$ cat src/hw/rtl/pps_pkg.sv
package pps_pkg;

    // fixed widths of the channel fields
    localparam int FIELD_WIDTH = 16;

    // one input word
    typedef struct packed {
        logic [FIELD_WIDTH-1:0] value;
        logic                   end_of_stream;
    } in_item_t;

    // one result word
    typedef struct packed {
        logic [FIELD_WIDTH-1:0] prime;
        logic                   done_res;
        logic                   overflow;
    } out_item_t;

    // sequencer states
    typedef enum logic [2:0] {
        ST_IDLE,
        ST_READ,
        ST_START,
        ST_WAIT,
        ST_EMIT
    } state_t;

    // control group from sequencer to prime store
    typedef struct packed {
        logic wr;
        logic clear;
        logic rd;
    } store_ctrl_t;

endpackage

$ cat src/hw/rtl/pps_store.sv
module pps_store #(
    parameter int DEPTH = 16,
    parameter int WIDTH = 16,
    parameter int AW    = 4,
    parameter int CW    = 5
) (
    input  logic                 aclk,
    input  logic                 aresetn,
    input  pps_pkg::store_ctrl_t ctrl,
    input  logic [WIDTH-1:0]     wr_data,
    input  logic [AW-1:0]        rd_addr,
    output logic [WIDTH-1:0]     rd_data,
    output logic [CW-1:0]        count,
    output logic                 full
);
    import pps_pkg::*;

    logic [WIDTH-1:0] mem [DEPTH];
    logic [WIDTH-1:0] rd_data_reg;
    logic [CW-1:0]    count_reg;
    logic [CW-1:0]    count_next;

    // append at the fill point, registered read
    always_ff @(posedge aclk) begin
        if (ctrl.wr) begin
            mem[count_reg[AW-1:0]] <= wr_data;
        end
        if (ctrl.rd) begin
            rd_data_reg <= mem[rd_addr];
        end
    end

    // fill count
    always_comb begin
        count_next = count_reg;
        if (ctrl.clear) begin
            count_next = '0;
        end else if (ctrl.wr) begin
            count_next = count_reg + CW'(1);
        end
    end

    always_ff @(posedge aclk) begin
        if (!aresetn) begin
            count_reg <= '0;
        end else begin
            count_reg <= count_next;
        end
    end

    assign rd_data = rd_data_reg;
    assign count   = count_reg;
    assign full    = (count_reg == CW'(DEPTH));

endmodule

$ cat src/hw/rtl/pps_serial_mod.sv
module pps_serial_mod #(
    parameter int W = 16
) (
    input  logic         aclk,
    input  logic         aresetn,
    input  logic         start,
    input  logic [W-1:0] dividend,
    input  logic [W-1:0] divisor,
    output logic         done,
    output logic         rem_zero
);
    import pps_pkg::*;

    localparam int NW = $clog2(W + 1);

    logic [W-1:0]  shift_reg;
    logic [W-1:0]  shift_next;
    logic [W-1:0]  rem_reg;
    logic [W-1:0]  rem_next;
    logic [W-1:0]  div_reg;
    logic [W-1:0]  div_next;
    logic [NW-1:0] cnt_reg;
    logic [NW-1:0] cnt_next;
    logic          done_reg;
    logic          done_next;
    logic [W:0]    trial;
    logic [W:0]    diff;

    // one dividend bit enters the partial remainder per cycle
    assign trial = {rem_reg, shift_reg[W-1]};
    assign diff  = trial - {1'b0, div_reg};

    always_comb begin
        shift_next = shift_reg;
        rem_next   = rem_reg;
        div_next   = div_reg;
        cnt_next   = cnt_reg;
        done_next  = 1'b0;
        if (start) begin
            shift_next = dividend;
            rem_next   = '0;
            div_next   = divisor;
            cnt_next   = NW'(W);
        end else if (cnt_reg != '0) begin
            shift_next = {shift_reg[W-2:0], 1'b0};
            if (trial >= {1'b0, div_reg}) begin
                rem_next = diff[W-1:0];
            end else begin
                rem_next = trial[W-1:0];
            end
            cnt_next  = cnt_reg - NW'(1);
            done_next = (cnt_reg == NW'(1));
        end
    end

    always_ff @(posedge aclk) begin
        shift_reg <= shift_next;
        rem_reg   <= rem_next;
        div_reg   <= div_next;
    end

    always_ff @(posedge aclk) begin
        if (!aresetn) begin
            cnt_reg  <= '0;
            done_reg <= 1'b0;
        end else begin
            cnt_reg  <= cnt_next;
            done_reg <= done_next;
        end
    end

    assign done     = done_reg;
    assign rem_zero = (rem_reg == '0) && (div_reg != '0);

endmodule

$ cat src/hw/rtl/pipelined_prime_sieve_top.sv
// Prime sieve: candidate words enter on s_valid/s_ready/s_data, results
// leave on m_valid/m_ready/m_data. A candidate is checked against every
// stored prime in storage order; a divisible one is dropped with no result.
// A candidate that survives is appended to the store (or flagged overflow
// when the store is full) and comes out as one result word. An
// end_of_stream word empties the store and returns a done word.
// Values below two are dropped without changing the store.
// Timing: one candidate is in work at a time. Each stored prime takes a
// memory read, a load, VALUE_WIDTH steps of the bit-serial remainder unit
// and a step to act on the remainder. The serial remainder unit produces
// one quotient bit per cycle.
// Results sit in an output register; the next candidate is accepted while
// a result waits. If the receiver stalls and a second result is ready, the
// sequencer holds it until m_ready takes the first word.
// Reset (aresetn low, synchronous) empties the store and the output
// register; stored entries are not cleared, the fill count guards them.
module pipelined_prime_sieve_top #(
    parameter int MAX_PRIMES  = 16,
    parameter int VALUE_WIDTH = 16
) (
    input  logic               aclk,
    input  logic               aresetn,
    input  logic               s_valid,
    output logic               s_ready,
    input  pps_pkg::in_item_t  s_data,
    output logic               m_valid,
    input  logic               m_ready,
    output pps_pkg::out_item_t m_data
);
    import pps_pkg::*;

    localparam int W  = VALUE_WIDTH;
    localparam int AW = (MAX_PRIMES > 1) ? $clog2(MAX_PRIMES) : 1;
    localparam int CW = $clog2(MAX_PRIMES + 1);

    state_t        state_reg;
    state_t        state_next;
    logic [W-1:0]  value_reg;
    logic [W-1:0]  value_next;
    logic          eos_reg;
    logic          eos_next;
    logic [AW-1:0] idx_reg;
    logic [AW-1:0] idx_next;
    logic          m_valid_reg;
    logic          m_valid_next;
    out_item_t     m_data_reg;
    out_item_t     m_data_next;

    store_ctrl_t   st_ctrl;
    logic [W-1:0]  rd_data;
    logic [CW-1:0] count;
    logic          full;
    logic          mod_start;
    logic          mod_done;
    logic          rem_zero;

    logic          accept;
    logic          out_free;
    logic          out_load;
    logic          last_idx;
    logic [31:0]   in_wide;
    logic [31:0]   out_wide;
    logic [W-1:0]  in_value;

    assign accept   = s_valid && s_ready;
    assign out_free = !m_valid_reg || m_ready;
    assign last_idx = ((CW'(idx_reg) + CW'(1)) == count);
    assign in_wide  = 32'(s_data.value);
    assign in_value = in_wide[W-1:0];
    assign out_wide = 32'(value_reg);

    pps_store #(
        .DEPTH (MAX_PRIMES),
        .WIDTH (W),
        .AW    (AW),
        .CW    (CW)
    ) u_store (
        .aclk    (aclk),
        .aresetn (aresetn),
        .ctrl    (st_ctrl),
        .wr_data (value_reg),
        .rd_addr (idx_reg),
        .rd_data (rd_data),
        .count   (count),
        .full    (full)
    );

    pps_serial_mod #(
        .W (W)
    ) u_mod (
        .aclk     (aclk),
        .aresetn  (aresetn),
        .start    (mod_start),
        .dividend (value_reg),
        .divisor  (rd_data),
        .done     (mod_done),
        .rem_zero (rem_zero)
    );

    // next state
    always_comb begin
        state_next = state_reg;
        case (state_reg)
            ST_IDLE: begin
                if (accept) begin
                    if (s_data.end_of_stream) begin
                        state_next = ST_EMIT;
                    end else if (in_value < W'(2)) begin
                        state_next = ST_IDLE;
                    end else if (count == '0) begin
                        state_next = ST_EMIT;
                    end else begin
                        state_next = ST_READ;
                    end
                end
            end
            ST_READ:  state_next = ST_START;
            ST_START: state_next = ST_WAIT;
            ST_WAIT: begin
                if (mod_done) begin
                    if (rem_zero) begin
                        state_next = ST_IDLE;
                    end else if (last_idx) begin
                        state_next = ST_EMIT;
                    end else begin
                        state_next = ST_READ;
                    end
                end
            end
            ST_EMIT: begin
                if (out_free) begin
                    state_next = ST_IDLE;
                end
            end
            default: state_next = ST_IDLE;
        endcase
    end

    // outputs and datapath
    always_comb begin
        s_ready    = 1'b0;
        value_next = value_reg;
        eos_next   = eos_reg;
        idx_next   = idx_reg;
        st_ctrl    = '0;
        mod_start  = 1'b0;
        out_load   = 1'b0;
        case (state_reg)
            ST_IDLE: begin
                s_ready = 1'b1;
                if (accept) begin
                    value_next = in_value;
                    eos_next   = s_data.end_of_stream;
                    idx_next   = '0;
                end
            end
            ST_READ: begin
                st_ctrl.rd = 1'b1;
            end
            ST_START: begin
                mod_start = 1'b1;
            end
            ST_WAIT: begin
                if (mod_done && !rem_zero && !last_idx) begin
                    idx_next = idx_reg + AW'(1);
                end
            end
            ST_EMIT: begin
                if (out_free) begin
                    out_load      = 1'b1;
                    st_ctrl.clear = eos_reg;
                    st_ctrl.wr    = !eos_reg && !full;
                end
            end
            default: begin
                s_ready = 1'b0;
            end
        endcase
    end

    // output register
    always_comb begin
        m_valid_next = m_valid_reg;
        m_data_next  = m_data_reg;
        if (out_load) begin
            m_valid_next         = 1'b1;
            m_data_next.done_res = eos_reg;
            m_data_next.overflow = !eos_reg && full;
            m_data_next.prime    = eos_reg ? '0 : out_wide[FIELD_WIDTH-1:0];
        end else if (m_ready) begin
            m_valid_next = 1'b0;
        end
    end

    always_ff @(posedge aclk) begin
        value_reg  <= value_next;
        eos_reg    <= eos_next;
        idx_reg    <= idx_next;
        m_data_reg <= m_data_next;
    end

    always_ff @(posedge aclk) begin
        if (!aresetn) begin
            state_reg   <= ST_IDLE;
            m_valid_reg <= 1'b0;
        end else begin
            state_reg   <= state_next;
            m_valid_reg <= m_valid_next;
        end
    end

    assign m_valid = m_valid_reg;
    assign m_data  = m_data_reg;

    // checks
    a_count_bound: assert property (@(posedge aclk) disable iff (!aresetn)
        count <= CW'(MAX_PRIMES))
        else $error("prime store count above depth");

    a_done_in_wait: assert property (@(posedge aclk) disable iff (!aresetn)
        mod_done |-> (state_reg == ST_WAIT))
        else $error("remainder result outside wait state");

    a_eos_emits: assert property (@(posedge aclk) disable iff (!aresetn)
        (accept && s_data.end_of_stream) |=> (state_reg == ST_EMIT))
        else $error("end of stream word not sent to emit");

    a_no_overwrite: assert property (@(posedge aclk) disable iff (!aresetn)
        (m_valid && !m_ready) |=> (m_valid && $stable(m_data)))
        else $error("pending result word overwritten");

endmodule
$ cat config.mk
export PLATFORM = sky130hd
export DESIGN_NAME = pipelined_prime_sieve_top
export DESIGN_NICKNAME = d
export VERILOG_FILES = /design/src/hw/rtl/pps_pkg.sv /design/src/hw/rtl/pps_store.sv /design/src/hw/rtl/pps_serial_mod.sv /design/src/hw/rtl/pipelined_prime_sieve_top.sv
export SDC_FILE = /design/constraint.sdc
export NUM_CORES = 1
export LEC_CHECK = 0
export ABC_AREA = 1
export BUFFER_PORTS_ARGS = -buffer_cell sky130_fd_sc_hd__buf_2
export CORE_MARGIN = 4
export CORE_UTILIZATION = 57
export CTS_CLUSTER_DIAMETER = 100
export DETAILED_ROUTE_END_ITERATION = 10
export GPL_TIMING_DRIVEN = 0
export PLACE_DENSITY_LB_ADDON = 0.25
export SLEW_MARGIN = 20
export SYNTH_ARGS = -nofsm -noshare
export SYNTH_HDL_FRONTEND = slang
export SYNTH_HIERARCHICAL = 1
export SYNTH_SLANG_ARGS = --single-unit
$ cat constraint.sdc
create_clock -name aclk -period 3 [get_ports aclk]
set_input_delay 0.15 -clock aclk [delete_from_list [all_inputs] [get_ports aclk]]
set_output_delay 0.15 -clock aclk [all_outputs]
set_load 0.01 [all_outputs]
* Yosys cells after proc, flatten, opt, wreduce, memory -nomap -nowiden *
Memories as Yosys holds them, arrays and structs flattened. A register that Yosys moved wholly into a read port is not among the register bits.
Cells that the tools add are included.

word-level totals
  register bits after elaboration = 102
  bits in writable memories = 256
  input port bits = 21
  output and inout port bits = 20
  logic and storage cells = 90
  memories kept = 1

cells by class
  add/sub/neg operators = 5
  order comparisons = 2
  equal/unequal tests = 11
  muxes and demuxes = 28
  bitwise gates (word level) = 2
  reduce and logical (&&, ||, !) cells = 26

memories
  name         depth  width  rd ports  clocked after Yosys merged registers in  write ports  line             RTL
  u_store.mem  16     16     1         1                                        1            pps_store.sv:18  logic [WIDTH-1:0] mem [DEPTH];

operators by type and width
  cell                   number
  $mux W16               3
  $mux W3                8
  $ge A17 B16 Y1         1
  $logic_not A16 Y1      1
  $lt A16 B2 Y1 const B  1
  $reduce_bool A16 Y1    1
  $sub A16 B16 Y16       1
  $pmux W3 S5            1
  $mux W5                2
  $mux W1                9
  $mux W4                2
  $pmux W4 S2            1
  $eq A3 B2 Y1 const B   2
  $logic_and A1 B1 Y1    6
  $ne A2 B2 Y1 const B   3
  $reduce_and A3 Y1      2
  $reduce_bool A2 Y1     3
  $add A4 B1 Y5 const B  1
  $add A5 B1 Y5 const B  1
  $eq A5 B1 Y1 const B   1
  $eq A5 B5 Y1           1
  $eq A5 B5 Y1 const B   1
  $logic_not A1 Y1       5
  $logic_not A5 Y1       1
  13 further kinds       16

* Depth between registers and ports, before layout *
Gate-level depths: netlist of run 1.

  depth after elaboration = 7
  mapped depth = 14
  mapped depth without buffers = 14

* Hierarchy *
Netlist of run 1, hierarchy kept.

by module, submodules not included
  module                     times used  cells each  area an instance (um^2)  seq. area each (um^2)
  pps_store                  1           1108        11802.6                  8267.9
  pps_serial_mod             1           466         3475.8                   1401.3
  pipelined_prime_sieve_top  1           177         1839.3                   1251.2

* Worst setup path before layout of run 1 *
OpenSTA, ideal clock, no wires.

  kind = register -> register
  from = register state_reg[1]
  to = register u_mod.shift_reg[0] (enable)
  setup time = 374 ps
  data arrival time = 2608 ps
  data required time = 2626 ps
  slack = 18 ps
  cell stages (with the launch flop) = 6
  period minus slack after synthesis = 2982 ps
  cell sequence = dfxtp_1 inv_2 nor3_1 clkbuf_1 nor2_1 inv_1

on the way
  longest elaborated chain between the ends = 3

RTL lines
  item                                 line                              RTL
  start: declaration                   pipelined_prime_sieve_top.sv:36   state_t state_reg;
  start signal: assignment             pipelined_prime_sieve_top.sv:207  state_reg <= state_next;
  $eq A3 B2 Y1                         pipelined_prime_sieve_top.sv:148  case (state_reg)
  $mux W1                              pipelined_prime_sieve_top.sv:148
  named net mod_start                  pipelined_prime_sieve_top.sv:53   logic mod_start;
  $reduce_bool A2 Y1 (no source line)  n/a
  end signal: assignment               pps_serial_mod.sv:57              shift_reg <= shift_next;
  end: declaration                     pps_serial_mod.sv:16              logic [W-1:0] shift_reg;

The timed path passes the listed nets, and every way through them passes these cells.
A chain may end at the register's enable or synchronous reset.

==> metrics, run 1 <==
Final ANT Viol Nets 0; maximum VDD drop about 0.54 mV; CTS tree built; RSZ-0062 raised after global routing yes; post-synthesis xor/xnor area fraction 0.00512; final worst slack -0.0176 ns; via/cell ratio 5.39; overall power between 10 and 15 mW; row cnt between 60 and 70; Die Area between 30000 and 40000 µm²; pin slew with the least headroom to its limit about 1.1 ns; Root Driver clkbuf_16; Remaining DRCs 0; Die Y between 150 and 200 µm; Worst Hold Margin slightly above 0.1 ns; Syn Inst Count roughly 1.8k; clock latency at the later pin of the worst-skew pair 0.54 ns; Synth cell types 39; Synth Area in Adders 0.0194; Initial DRT Pass Iterations 5; failing checks setup timing; fmax between 300 and 400 MHz; Avg WL per Cell 18.9 µm; status finished with violations; Global Route Usage Sum 0.264; YS warnings 6; largest family of logic cells by synthesized area simple AND/OR/NAND/NOR gates; Synth area leaders edfxtp_1 60%, nand2_1 12%, nand3_1 7.0%; initial core utilization 0.578; LEAKAGE between 8 and 9 nW; gr ovfl total 0; Reg clk slew, reported paths ~0.060 ns; CP Class register to register; # fillers about 2.3k; final wirelength between 40000 and 50000 µm; n_diodes 0; multiplexer share of the synthesized area 0; setup TNS -0.0183 ns; Avg Cell Area, Syn 9.78 µm²; Die Wd roughly 180 µm; post-synthesis sequential area ratio 0.638; CP Capture Type register; Max H-tree Level 2; leading cell type in the layout, fill and taps excluded nand2_1; Top Ports 41; Final Critical Period around 3 ns; Area Overhead vs Synth 13.8%; dpl cells between 2k and 2.5k; RePlAce Congestion about 0.95; initial antenna violation count 2; simple-gate area share of the yosys netlist 0.232; fraction of post-synthesis cell area in the top cell type by area 0.602; fin crit share 1.01; via count 12.3k; WP data arrival about 3.3 ns; port bufs 40; Slew headroom 0.235; pin count of the biggest net entering global routing 22; max reg flops between 200 and 300; FF+latch count, synth between 300 and 400; number of setup buffers added after CTS 0; Hold Crit Class input pin to register; Pwr Density ~730 nW/µm²; Hold Fails Final Rpt 0; Compound-Gate Fraction of Synth Area 0.0133; worst endpoint required time around 3.2 ns; nets about 1.9k; Setup violations, final 2; layout cells sized above 1 0.105; global-route wire length before repair ~67000 µm; Post-Syn Nets 1798; Netlist Area Pre-Place ~17000 µm²; Pins Over Slew Limit 0; skew final between 0.02 and 0.03 ns; max_cap viols 0; CTS Buf Count 39; Clock Tree Buf Depth 3; non-filler instance count after layout 2282; vias in the first global route ~12k; startpoint types register; Post-DP HPWL slightly below 30000 µm; Sink Count between 300 and 400; Detailed Route Iter0 Violations between 1k and 1.5k; commonest cells after routing, fill and taps aside 541 x nand2_1, 343 x edfxtp_1, 313 x inv_1; Crit Path Max Fanout 11; area leader, netlist edfxtp_1; area of the core approximately 30000 µm²
==> routing by layer <==
layer,track usage,part of all wire,vias up
li1,-,-,5865
met1,0.349,0.39,5765
met2,0.435,0.47,548
met3,0.0477,0.092,111
met4,0.107,0.041,4
met5,0,0.00058,-
==> power by group <==
part,total [mW],switching [mW],internal [mW]
clock network,4.64,1.90,2.74
logic,3.11,2.00,1.10
registers,6.56,0.372,6.19
total,14.3,4.28,10.0
==> critical path: stages, from the launching register on <==
cell     delay (ns)
dfxtp_1        0.46
inv_1          0.15
nand2_1        0.28
nor2_1         0.12
nor4_1         0.37
buf_2          0.28
nand2_1        0.30
nor2_2         0.52
buf_8          0.22
==> Yosys cell counts <==
| cell type | n |
|---|---|
| nand3b_1 | 7 |
| nand3_1 | 239 |
| o21ai_1 | 1 |
| o21ai_0 | 14 |
| xnor2_1 | 7 |
| xor2_1 | 3 |
| inv_2 | 5 |
| nor2_4 | 3 |
| nor2_1 | 82 |
| nor4_1 | 9 |
| edfxtp_1 | 343 |
| a21oi_2 | 4 |
| nand2_8 | 1 |
| nand2_4 | 1 |
| buf_6 | 5 |
| clkbuf_1 | 13 |
| or2_0 | 1 |
| buf_1 | 3 |
| nand4_1 | 9 |
| a41oi_1 | 1 |
| o22ai_1 | 1 |
| or2_2 | 1 |
| clkinv_1 | 1 |
| nand2_2 | 6 |
| nor2_8 | 2 |
| buf_4 | 20 |
| and2_1 | 1 |
| nor2_2 | 3 |
| nor3_1 | 9 |
| dfxtp_1 | 31 |
| a21oi_1 | 19 |
| buf_2 | 20 |
| fa_1 | 1 |
| nand2_1 | 541 |
| ha_1 | 25 |
| o21bai_1 | 1 |
| nand3_2 | 4 |
| buf_12 | 1 |
| inv_1 | 313 |
==> final timing paths <==
kind                        from                 to  slack, ns  depth (start not counted)
min                      s_valid       state_reg[2]       0.10                          5
max             u_store/count[2]  u_store/mem[0][7]      -0.02                          8
max reg2reg     u_store/count[2]  u_store/mem[0][7]      -0.02                          8
min reg2reg  u_store/rd_data[13]  u_mod/div_reg[13]       0.42                          0
==> final cells by class <==
cell class,instances,area (µm²),area share
sequential,374,10900,0.561
multi-input combinational,996,4710,0.242
inverter,319,1200,0.0615
clock buffer,53,1060,0.0544
timing repair buffer,71,548,0.0281
tap,390,488,0.0250
buffer,62,387,0.0198
clock inverter,17,173,0.00886
==> cell families (layout without fill, tap and decap cells) <==
group,after synthesis,in the layout
flip-flops,374,374
AND/OR/NAND/NOR,919,919
XOR/XNOR,10,10
AO/OA/AOI/OAI,41,41
buffers and inverters,381,522
adder cells (fa/ha/maj),26,26
==> what timing repair did <==
item                                   in CTS  in global routing
endpoints found under the hold margin      22                  0
hold buffers                               19                  0
gates resized for setup                     5                  4
setup endpoints to repair                  45                 47
pin swaps                                   0                  0
==> per-stage QoR <==
step / worst slack (ns) / cell area, µm² / utilization
6_report: -0.0176 / 19500 / 0.657
5_1_grt: -0.0881 / 19500 / 0.657
4_1_cts: 0.0426 / 19500 / 0.657
3_5_place_dp: -0.0334 / 18000 / 0.608
3_3_place_gp: -0.773 / 17800 / 0.601
2_1_floorplan: 0.0184 / 17100 / -
Note: power is estimated with default switching activity, not from simulation.
==> inputs of run 2 (changes only) <==
CORE_UTILIZATION = 60   (was 57)
clock period = 3.6 ns   (was 3 ns; I/O delays follow)
==> run 2 against run 1 <==
Compared with the run above: the run now ends clean; setup slack gained 0.53 ns; utilization grew 4.0 points; global-route usage grew 1.7 points; via count grew 0.43%; clock-buffer cell count shrank 8; largest cell class unchanged.
==> metrics, run 2 (synthesis gave the netlist of run 1 again) <==
Worst Hold Margin 0.161 ns (+0.0596 ns); CTS Buf Count 37 (-5.1%); Reg clk slew, reported paths 0.06 ns (about the same); clock latency at the later pin of the worst-skew pair 0.52 ns (-0.02 ns); WP data arrival 3.23 ns (-0.02 ns); Die Area 31300 µm² (-4.8%); post-CTS sizing 0 (-5); CP delay by family, top simple AND/OR/NAND/NOR gates; max reg flops 256 (unchanged); Worst Path Buf+Inv 2 (-1); startpoint types register; Avg WL per Cell 19.2 µm (+1.3%); crit path cell chain inv_1 > ha_1 > nand2_1 > nor2_1 > nor4_1 > buf_2 > nand2_1 > nor2_2; Die Wd 177 µm (-2.4%); Sink Count 374 (unchanged); area of the core 27900 µm² (-5.7%); via count 12.3k (+0.43%); Hold Fails Final Rpt 0 (unchanged); Initial DRT Pass Iterations 7 (+2); Global Route Usage Sum 0.281 (+0.0173); via/cell ratio 5.46 (+1.3%); fmax 324 MHz (-2.3%); Clock Tree Buf Depth 3 (unchanged); n_diodes 0 (unchanged); Pins Over Slew Limit 0 (unchanged); Root Driver clkbuf_16; Die Y 177 µm (-2.4%); Area Overhead vs Synth 13.7% (about the same); reg-to-reg endpoint u_store/mem[5][0]; LEAKAGE 8.57 nW (+0.43%); Top Ports 41 (unchanged); row cnt 61 (-3.2%); vias in the first global route 12.0k (-0.64%); gr ovfl total 0 (unchanged); status finished clean; Worst path slowest cell nor2_2; global-route wire length before repair 66700 µm (-0.36%); worst endpoint required time 3.74 ns (+0.51 ns); nets 1904 (-0.31%); Post-DP HPWL 29100 µm (-0.40%); fin crit share 0.858 (-0.148); commonest cells after routing, fill and taps aside 541 x nand2_1, 343 x edfxtp_1, 313 x inv_1; Worst R2R Start u_store/count[0]; pin count of the biggest net entering global routing 22 (unchanged); Worst Hold Path Cells 5 (unchanged); R2R depth 8 (unchanged); Max H-tree Level 2 (unchanged); initial core utilization 0.613 (+0.0352); Pwr Density 631 nW/µm² (-14%); flop2flop setup slack 0.51 ns (+0.53 ns); Hold Crit Class input pin to register; skew final 0.0162 ns (-0.0115 ns); Remaining DRCs 0 (unchanged); final wirelength 43400 µm (+0.41%); CTS tree built; Detailed Route Iter0 Violations 1673 (+24%); Final Critical Period 3.09 ns (+0.0719 ns); setup TNS 0 ns (+0.0183 ns); Core Util, Final 0.697 (+0.0397); Setup violations, final 0 (-2); initial antenna violation count 1 (-1); overall power 12.3 mW (-14%); CP Class register to register; pin slew with the least headroom to its limit 1.13 ns (-0.0212 ns); hold wc startpoint s_valid; Final ANT Viol Nets 0 (unchanged); leading cell type in the layout, fill and taps excluded nand2_1; Crit Path Max Fanout 16 (+5); cell mode on critical path nand2_1; RePlAce Congestion 0.946 (-0.28%); layout cells sized above 1 0.106 (+0.000447); Slew headroom 0.250 (+0.0141); RSZ-0062 raised after global routing no; CP Capture Type register; Max stage delay on crit path 0.80 ns (+0.28 ns); WP depth 8 (unchanged); maximum VDD drop 0.546 mV (+1.4%); max_cap viols 0 (unchanged); hold worst-path end state_reg[0]; port bufs 40 (unchanged)
-- run 2: changes by cell type in the layout (fill, tap and decap cells not counted) --
cell        previous run  this run
nor2_4                12         3
clkinv_2               4         6
clkbuf_1              25        17
clkinv_8               1         0
clkbuf_16             40        41
buf_8                  7         3
clkbuf_8               1         0
bufinv_16              3         8
nor2_2                12        21
clkinvlp_4             2         0
-- run 2: cell type report --
cell class | count | area, µm²
Buffer | 62 | 387
Clock buffer | 45 | 1040
Clock inverter | 21 | 302
Fill cell | 1976 | 8460
Inverter | 319 | 1200
Multi-Input combinational cell | 996 | 4660
Sequential cell | 374 | 10900
Tap cell | 378 | 473
Timing Repair Buffer | 67 | 488
-- run 2: layer usage --
layer | global-route usage | vias up | wire, µm
li1 | - | 5848 | -
met1 | 0.384 | 5793 | 16700
met2 | 0.470 | 599 | 21000
met3 | 0.0367 | 106 | 4110
met4 | 0.0974 | 0 | 1620
met5 | 0 | - | 0
-- run 2: worst max path at each step --
| stage | endpoint | from | slack [ns] |
|---|---|---|---|
| after floorplan | u_mod/shift_reg[0] | state_reg[1] | 0.62 |
| after global placement | u_mod/shift_reg[9] | state_reg[1] | -0.14 |
| after detailed placement | u_store/mem[10][9] | u_store/count[0] | 0.56 |
| after CTS | u_store/mem[10][1] | u_store/count[0] | 0.57 |
| after global routing | u_store/mem[10][1] | u_store/count[0] | 0.27 |
| final | u_store/mem[5][0] | u_store/count[0] | 0.51 |
-- run 2: power breakdown --
group | internal (mW) | switching, mW
Combinational | 0.921 | 1.69
Clock | 2.63 | 1.57
Sequential | 5.16 | 0.310
Total | 8.71 | 3.57
-- run 2: tightest hold or removal path: stages --
cell and delay, ns:
buf_2 0.10, o21ai_0 0.17, nor2_1 0.06, nand2_1 0.07, a21oi_2 0.04
-- run 2: per-stage QoR --
step	cell area, µm²	instances	setup slack [ns]
after floorplan	17100	1751	0.618
after global placement	17800	2169	-0.137
after detailed placement	17900	2177	0.558
after CTS	19500	2262	0.567
after global routing	19500	2262	0.271
final	19500	2262	0.510
-- run 2: timing repair --
item,CTS,global route
hold buffers,19,0
buffers inserted,0,0
endpoints found under the hold margin,21,0
